`src/hw/rtl/banked_register_file_defines.svh`:
```
// Assertion macros for the banked register file.
// Included by the top level only; needs clk and rst_n in scope.
`ifndef BANKED_REGISTER_FILE_DEFINES_SVH
`define BANKED_REGISTER_FILE_DEFINES_SVH

`ifndef ASSERT_OFF
// condition must hold at every clock edge out of reset
`define BRF_ASSERT(lbl, cond) \
  lbl: assert property (@(posedge clk) disable iff (!rst_n) (cond)) \
    else $error("assertion failed: %m");
// antecedent implies consequent in the same cycle
`define BRF_ASSERT_IMP(lbl, ante, cons) \
  lbl: assert property (@(posedge clk) disable iff (!rst_n) (ante) |-> (cons)) \
    else $error("assertion failed: %m");
// antecedent implies consequent in the next cycle
`define BRF_ASSERT_NXT(lbl, ante, cons) \
  lbl: assert property (@(posedge clk) disable iff (!rst_n) (ante) |=> (cons)) \
    else $error("assertion failed: %m");
`else
`define BRF_ASSERT(lbl, cond)
`define BRF_ASSERT_IMP(lbl, ante, cons)
`define BRF_ASSERT_NXT(lbl, ante, cons)
`endif

`endif

```
`src/hw/rtl/brf_pkg.sv`:
```
// Types, constants and cell mapping for the banked register file.
// No dependencies; imported by the controller, datapath and top level.
package brf_pkg;

  // request kinds carried on in_tuser
  typedef enum logic [2:0] {
    REQ_RD_REG  = 3'd0,
    REQ_WR_REG  = 3'd1,
    REQ_RD_USER = 3'd2,
    REQ_WR_USER = 3'd3,
    REQ_RD_CPSR = 3'd4,
    REQ_WR_CPSR = 3'd5,
    REQ_RD_SPSR = 3'd6,
    REQ_WR_SPSR = 3'd7
  } brf_req_t;

  // controller states
  typedef enum logic [1:0] {
    ST_IDLE,
    ST_EXEC,
    ST_RESP
  } brf_state_t;

  // commands from controller to datapath
  typedef struct packed {
    logic load;   // capture the incoming request
    logic exec;   // perform the access and register the result
  } brf_cmd_t;

  // processor modes (CPSR[4:0])
  localparam logic [4:0] MODE_USR = 5'h10;
  localparam logic [4:0] MODE_FIQ = 5'h11;
  localparam logic [4:0] MODE_IRQ = 5'h12;
  localparam logic [4:0] MODE_SVC = 5'h13;
  localparam logic [4:0] MODE_ABT = 5'h17;
  localparam logic [4:0] MODE_UND = 5'h1B;
  localparam logic [4:0] MODE_SYS = 5'h1F;

  // bank slots of the modes that own an SPSR
  localparam logic [2:0] SLOT_FIQ = 3'd0;
  localparam logic [2:0] SLOT_IRQ = 3'd1;
  localparam logic [2:0] SLOT_SVC = 3'd2;
  localparam logic [2:0] SLOT_ABT = 3'd3;
  localparam logic [2:0] SLOT_UND = 3'd4;
  localparam logic [2:0] NO_SLOT  = 3'd5;
  localparam int         NUM_SPSR = 5;

  // flat cell layout: user r0-r15, FIQ r8-r12, then r13/r14 per slot
  localparam int         NUM_CELLS      = 31;
  localparam logic [4:0] CELL_BANK_BASE = 5'd21;
  localparam logic [31:0] CPSR_RESET    = 32'h0000_001F;

  function automatic logic [2:0] mode_slot(input logic [4:0] m);
    logic [2:0] s;
    unique case (m)
      MODE_FIQ: s = SLOT_FIQ;
      MODE_IRQ: s = SLOT_IRQ;
      MODE_SVC: s = SLOT_SVC;
      MODE_ABT: s = SLOT_ABT;
      MODE_UND: s = SLOT_UND;
      default:  s = NO_SLOT;
    endcase
    return s;
  endfunction

  // physical cell of logical register idx as seen from a bank slot
  function automatic logic [4:0] cell_addr(input logic [2:0] slot, input logic [3:0] idx);
    logic [4:0] a;
    a = {1'b0, idx};
    if (slot != NO_SLOT) begin
      if (idx == 4'd13 || idx == 4'd14) begin
        // r13 has idx[0] set, r14 clear
        a = 5'(CELL_BANK_BASE + {1'b0, slot, 1'b0} + {4'b0, ~idx[0]});
      end else if (slot == SLOT_FIQ && idx >= 4'd8 && idx <= 4'd12) begin
        a = {2'b10, idx[2:0]};
      end
    end
    return a;
  endfunction

endpackage

```
`src/hw/rtl/brf_ctrl.sv`:
```
// Controller state machine of the banked register file.
// Depends on brf_pkg; drives handshakes and datapath commands.
module brf_ctrl (
  input  logic              clk,
  input  logic              rst_n,
  input  logic              in_tvalid,
  output logic              in_tready,
  output logic              out_tvalid,
  input  logic              out_tready,
  output brf_pkg::brf_cmd_t cmd
);
  import brf_pkg::*;

  brf_state_t state_r, state_nxt;

  // state register
  always_ff @(posedge clk) begin
    if (!rst_n) begin
      state_r <= ST_IDLE;
    end else begin
      state_r <= state_nxt;
    end
  end

  // next state
  always_comb begin
    state_nxt = state_r;
    unique case (state_r)
      ST_IDLE: begin
        if (in_tvalid) state_nxt = ST_EXEC;
      end
      ST_EXEC: begin
        state_nxt = ST_RESP;
      end
      ST_RESP: begin
        if (out_tready) state_nxt = ST_IDLE;
      end
      default: state_nxt = ST_IDLE;
    endcase
  end

  // outputs
  always_comb begin
    in_tready  = 1'b0;
    out_tvalid = 1'b0;
    cmd        = '0;
    unique case (state_r)
      ST_IDLE: begin
        in_tready = 1'b1;
        cmd.load  = in_tvalid;
      end
      ST_EXEC: begin
        cmd.exec = 1'b1;
      end
      ST_RESP: begin
        out_tvalid = 1'b1;
      end
      default: ;
    endcase
  end

endmodule

```
`src/hw/rtl/brf_datapath.sv`:
```
// Datapath of the banked register file: register cells, CPSR, SPSRs.
// Depends on brf_pkg; sequenced by brf_ctrl through brf_cmd_t.
module brf_datapath (
  input  logic              clk,
  input  logic              rst_n,
  input  brf_pkg::brf_cmd_t cmd,
  input  logic [2:0]        req_type,
  input  logic [3:0]        reg_index,
  input  logic [31:0]       write_value,
  output logic [31:0]       read_data,
  output logic              spsr_missing,
  output logic [4:0]        current_mode,
  output logic              privileged,
  output logic              mode_has_spsr
);
  import brf_pkg::*;

  // captured request
  brf_req_t    req_r;
  logic [3:0]  idx_r;
  logic [31:0] val_r;

  // architectural state
  logic [31:0] cells_r [NUM_CELLS];
  logic [31:0] spsr_r  [NUM_SPSR];
  logic [31:0] cpsr_r;

  // result registers
  logic [31:0] rd_r;
  logic        missing_r;
  logic [4:0]  mode_r;

  logic [4:0]  cur_mode;
  logic [2:0]  slot;
  logic        user_acc;
  logic [4:0]  addr;
  logic [31:0] cell_q;
  logic [2:0]  spsr_sel;
  logic        cell_we;
  logic        spsr_we;
  logic        cpsr_we;
  logic [31:0] rd_nxt;
  logic        missing_nxt;
  logic [4:0]  mode_nxt;

  // request capture
  always_ff @(posedge clk) begin
    if (cmd.load) begin
      req_r <= brf_req_t'(req_type);
      idx_r <= reg_index;
      val_r <= write_value;
    end
  end

  // bank selection and single read port
  assign cur_mode = cpsr_r[4:0];
  assign slot     = mode_slot(cur_mode);
  assign user_acc = (req_r == REQ_RD_USER) || (req_r == REQ_WR_USER);
  assign addr     = user_acc ? {1'b0, idx_r} : cell_addr(slot, idx_r);
  assign cell_q   = cells_r[addr];
  assign spsr_sel = (slot == NO_SLOT) ? 3'd0 : slot;

  // access decode
  always_comb begin
    rd_nxt      = '0;
    missing_nxt = 1'b0;
    cell_we     = 1'b0;
    spsr_we     = 1'b0;
    cpsr_we     = 1'b0;
    case (req_r)
      REQ_RD_REG, REQ_RD_USER: rd_nxt = cell_q;
      REQ_WR_REG:  cell_we = 1'b1;
      REQ_WR_USER: cell_we = (cur_mode == MODE_USR);
      REQ_RD_CPSR: rd_nxt = cpsr_r;
      REQ_WR_CPSR: cpsr_we = 1'b1;
      REQ_RD_SPSR: begin
        if (slot != NO_SLOT) begin
          rd_nxt = spsr_r[spsr_sel];
        end else begin
          rd_nxt      = '1;
          missing_nxt = 1'b1;
        end
      end
      REQ_WR_SPSR: begin
        if (slot != NO_SLOT) spsr_we = 1'b1;
        else missing_nxt = 1'b1;
      end
      default: ;
    endcase
  end

  // mode after the access
  assign mode_nxt = cpsr_we ? val_r[4:0] : cur_mode;

  // state update
  always_ff @(posedge clk) begin
    if (!rst_n) begin
      for (int i = 0; i < NUM_CELLS; i++) cells_r[i] <= '0;
      for (int i = 0; i < NUM_SPSR; i++) spsr_r[i] <= '0;
      cpsr_r <= CPSR_RESET;
    end else if (cmd.exec) begin
      if (cell_we) cells_r[addr] <= val_r;
      if (spsr_we) spsr_r[spsr_sel] <= val_r;
      if (cpsr_we) cpsr_r <= val_r;
    end
  end

  // result register
  always_ff @(posedge clk) begin
    if (cmd.exec) begin
      rd_r      <= rd_nxt;
      missing_r <= missing_nxt;
      mode_r    <= mode_nxt;
    end
  end

  assign read_data     = rd_r;
  assign spsr_missing  = missing_r;
  assign current_mode  = mode_r;
  assign privileged    = (mode_r != MODE_USR);
  assign mode_has_spsr = (mode_r != MODE_USR) && (mode_r != MODE_SYS);

endmodule

```
`src/hw/rtl/banked_register_file.sv`:
```
// Banked register file, ARMv5 style, one access per request.
// Each request runs through the controller sequence idle -> execute -> respond,
// and a new request is taken only back in idle, once the result has been taken;
// a stalled result holds the next request off.
// Reset (synchronous, rst_n low): all registers and SPSRs cleared, CPSR = 0x1F.
// Depends on brf_pkg, brf_ctrl, brf_datapath and the defines header.
`include "banked_register_file_defines.svh"

module banked_register_file (
  input  logic        clk,
  input  logic        rst_n,
  input  logic        in_tvalid,
  output logic        in_tready,
  input  logic [39:0] in_tdata,   // [3:0] reg_index, [35:4] write_value, rest zero
  input  logic [2:0]  in_tuser,   // [2:0] req_type
  output logic        out_tvalid,
  input  logic        out_tready,
  output logic [31:0] out_tdata,  // [31:0] read_data
  output logic [7:0]  out_tuser   // [0] spsr_missing, [5:1] current_mode,
                                  // [6] privileged, [7] mode_has_spsr
);
  import brf_pkg::*;

  brf_cmd_t cmd;
  logic     spsr_missing;
  logic [4:0] current_mode;
  logic     privileged;
  logic     mode_has_spsr;

  // sequencing
  brf_ctrl u_ctrl (
    .clk        (clk),
    .rst_n      (rst_n),
    .in_tvalid  (in_tvalid),
    .in_tready  (in_tready),
    .out_tvalid (out_tvalid),
    .out_tready (out_tready),
    .cmd        (cmd)
  );

  // storage and access logic
  brf_datapath u_dp (
    .clk           (clk),
    .rst_n         (rst_n),
    .cmd           (cmd),
    .req_type      (in_tuser),
    .reg_index     (in_tdata[3:0]),
    .write_value   (in_tdata[35:4]),
    .read_data     (out_tdata),
    .spsr_missing  (spsr_missing),
    .current_mode  (current_mode),
    .privileged    (privileged),
    .mode_has_spsr (mode_has_spsr)
  );

  assign out_tuser = {mode_has_spsr, privileged, current_mode, spsr_missing};

  // checks
  `BRF_ASSERT(a_one_request_in_flight, !(in_tready && out_tvalid))
  `BRF_ASSERT_NXT(a_accept_blocks_input, in_tvalid && in_tready, !in_tready && !out_tvalid)
  `BRF_ASSERT_NXT(a_result_clears, out_tvalid && out_tready, !out_tvalid)
  `BRF_ASSERT_IMP(a_user_has_no_spsr, out_tvalid && !privileged, !mode_has_spsr)

endmodule
```
`config.mk`:
```
export PLATFORM = sky130hd
export DESIGN_NAME = banked_register_file
export DESIGN_NICKNAME = d
export VERILOG_FILES = /design/src/hw/rtl/brf_pkg.sv /design/src/hw/rtl/brf_ctrl.sv /design/src/hw/rtl/brf_datapath.sv /design/src/hw/rtl/banked_register_file.sv
export VERILOG_INCLUDE_DIRS = /design/src /design/src/hw/rtl
export SDC_FILE = /design/constraint.sdc
export NUM_CORES = 2
export LEC_CHECK = 0
export BUFFER_PORTS_ARGS = -buffer_cell sky130_fd_sc_hd__buf_2
export CORE_MARGIN = 5
export CORE_UTILIZATION = 63
export DETAILED_ROUTE_END_ITERATION = 8
export PLACE_DENSITY = 0.87
export SYNTH_ARGS = -nofsm -noshare
export SYNTH_HDL_FRONTEND = slang
export SYNTH_HIERARCHICAL = 1
export SYNTH_SLANG_ARGS = --single-unit
```
`constraint.sdc`:
```
create_clock -name clk -period 7.45 [get_ports clk]
set_clock_uncertainty 0.1 [all_clocks]
set_input_delay 0.745 -clock clk [delete_from_list [all_inputs] [get_ports clk]]
set_output_delay 0.745 -clock clk [all_outputs]
set_load 0.02 [all_outputs]
```
==> results.md <==
- Die area: 99,900 um2
- Total grt overflow: 0
- Pwr per Cell Area: between 200 and 250 nW/um2
- Total wire length: a little under 200 mm
- GRT met3 Usage: 14.7%
- Crit Path Category: reg2reg
- RSZ-0062 raised after global routing: no
- Max Cap Viol: 2
- Hold buffer count at cts: 0
- Met1 usage: roughly 47%
- Sequential fraction of the synthesis area: roughly 65%
- Final setup violation count: 0
- Area Overhead vs Synth: 10.2%
- Most area-consuming cells after synthesis: edfxtp_1 (64%), and2_1 (12%), o221ai_1 (2.7%)
- Final Cycle Share: about four fifths
- Commonest non-fill, non-tap cell in the layout: edfxtp_1
- Synth Area in Compound Gates: under 10%
- WL per Instance: 32.4 um
- Worst slew pin tran: between 1 and 1.5 ns
- Share of layout cells above drive strength 1: between 10% and 20%
- Final net count: around 4,700
- # DRC: 0
- Distinct cell type count after synthesis: 89
- Failing checks: capacitance limit, slew limit
- Mapped Avg Cell Area: ~13 um2
- Max-slew violations: 1
- Max Root-Sink Buffers: 3
- First-pass GRT wire length: around 280 mm
- Synth Area in XOR/XNOR: 0.0615%
- GR peak layer: met2
- DR vias: ~43,000
- CTS clock-pin slew for the worst setup and hold paths: 0.06 ns
- Final HPWL DP: 113 mm
- Seq cells post-synth: roughly 1,300
- F_max: 167 MHz
- Crit path DAT: around 6.3 ns
- Initial antenna violation count: 12
- Num CTS Buffers: 130
- Post-Syn Area: around 59,000 um2
- Num ports: slightly below 90
- Ys Warns: 6
- Post-layout util: between 60% and 70%
- Vias in the first global route: between 40,000 and 50,000
- CTS tree: yes
- Num rows: roughly 110
- Starting DRT DRC Count: about 8,300
- Worst Setup End Kind: flop
- Largest family of logic cells by synthesized area: simple AND/OR/NAND/NOR gates
- M2 GR Usage: between 50% and 60%
- Ys flop type: edfxtp_1
- Fill count: roughly 5,800
- Leakage power: around 23 nW
- Die Span Y: 316 um
- Outcome: finished with violations
- Max_slew headroom: -2.38%
- Chip Width: approximately 320 um
- Root buffer cell: clkbuf_16
- Clk sinks: between 1,000 and 1,500
- Core ar.: 93,200 um2
- Simple-gate share of the synthesized area: 18.9%
- Pin count of the biggest net entering global routing: ~140
- Async SR Flop Fraction: 0%
- Mapped Cells: roughly 4,700
- Max VDD drop: 0.000208 V
- Crit Path Max Fanout: between 100 and 150
- Final Critical Period: approximately 6.0 ns
- Placed cells: 5,742
- Final hold violation count: 0
- Final cell count without fillers: approximately 6,000
- Clk Latency, worst-skew pair: around 0.76 ns
- Class of the worst hold path: in2reg
- Adder-cell share of the synthesized area: less than 1%
- Initial Util: about 63%
- Critical Path Source Type: flop
- Post-route ant nets: 0
- Top cell type by total area after synthesis: edfxtp_1
- Worst Path Required: roughly 7.7 ns
- H-tree depth: 4
- Placer congestion estimate: 0.951
- Mapped Nets: 4,764
- Sum Neg Setup Slack: 0 ns
- Resize count post-CTS: 0
- Post-CTS setup buffers: 0
- Total track usage: 38.3%
- Post-synth top area share: between 60% and 70%
- Routed vias/inst: approximately 7
- Input/output buffers: 84
- Length of the first detailed-routing pass in iterations: 7
- EDFF count, synth: about 1,300
- Multiplexer share of the synthesized area: ~2.8%
- Most frequent cells in the layout: edfxtp_1 (1,261), and2_1 (1,160), nand2_1 (393)
[final cells by class]
type	instances	area, um2	share of cell area (%)
clock buffers	173	3500	5.37
multi-input cells	2935	19100	29.3
repair buffers	247	1750	2.68
diodes	9	22.5	0.0346
clock inverters	58	582	0.894
flip-flops and latches	1295	38500	59.2
inverters	11	42.5	0.0654
well taps	1254	1570	2.41
[sequential cells by signal, indices dropped and copies added (netlist names)]
register	flops
u_dp/idx_r	4
u_dp/val_r	32
u_dp/spsr_missing	1
u_dp/req_r	3
u_dp/cells_r	1024
u_dp/cpsr_r	32
u_dp/spsr_r	160
u_dp/read_data	32
u_ctrl/state_r	2
u_dp/current_mode	5
[metrics by stage]
step	power [mW]	hold slack (ns)	setup WS [ns]	cell area, um2
after floorplan	9.09	0.324	1.38	59000
after global placement	9.59	0.347	2.15	61000
after detailed placement	9.64	0.357	2.05	61000
after CTS	15.8	0.0288	2.02	65000
after global routing	16.3	0.0436	1.53	65000
final	15.9	0.0574	1.48	65100
[cell families (layout without fill, tap and decap cells)]
group,count (synthesis),after routing
flip-flops,1295,1295
XOR/XNOR,2,2
buffers and inverters,486,489
multiplexers,141,141
adder cells (fa/ha/maj),3,3
AND/OR/NAND/NOR,2006,2006
AO/OA/AOI/OAI,783,783
other,0,9
[routing by layer]
metal / share of wire [%] / up-vias
met5: 0.0067 / -
met4: 10 / 2
li1: - / 17000
met3: 17 / 1022
met1: 30 / 20600
met2: 43 / 4401
[critical path, stage by stage (launching register included)]
cell and delay [ns]:
dfxtp_1 0.61, nor2b_1 0.32, and3_1 0.28, inv_1 0.14, ha_4 0.65, inv_1 0.37
nor4_4 0.40, nor2_4 0.20, buf_12 0.32, nand2_1 0.31, a21oi_1 0.06, a2111oi_0 1.25
o41ai_1 0.45
[final timing paths]
path                                                  start                      endpoint  slack [ns]  depth (start not counted)
worst max-delay path            u_dp/cpsr_r[0]$_SDFFE_PN1P_  u_dp/read_data[24]$_DFFE_PP_        1.48                         12
worst min-delay path                           in_tdata[22]      u_dp/val_r[18]$_DFFE_PP_        0.06                          1
worst max register to register  u_dp/cpsr_r[0]$_SDFFE_PN1P_  u_dp/read_data[24]$_DFFE_PP_        1.48                         12
worst min register to register  u_dp/cpsr_r[7]$_SDFFE_PN0P_   u_dp/cpsr_r[7]$_SDFFE_PN0P_        0.36                          2
[report_power, final]
group	switching (mW)	internal, mW	total (mW)
Combinational	0.965	0.287	1.25
Clock	2.82	3.52	6.34
Sequential	0.104	8.23	8.33
Total	3.89	12.0	15.9
[synth_stat cells (35+ instances only)]
library cell	number
a21oi_1	85
a31oi_1	35
and2_1	1160
buf_2	111
clkbuf_1	324
edfxtp_1	1261
mux2i_1	103
nand2_1	393
nand3_1	139
nand4_1	37
nor2_1	134
o21ai_0	133
o221ai_1	180
o22ai_1	93
No activity file was read; power rests on OpenSTA's default activity.
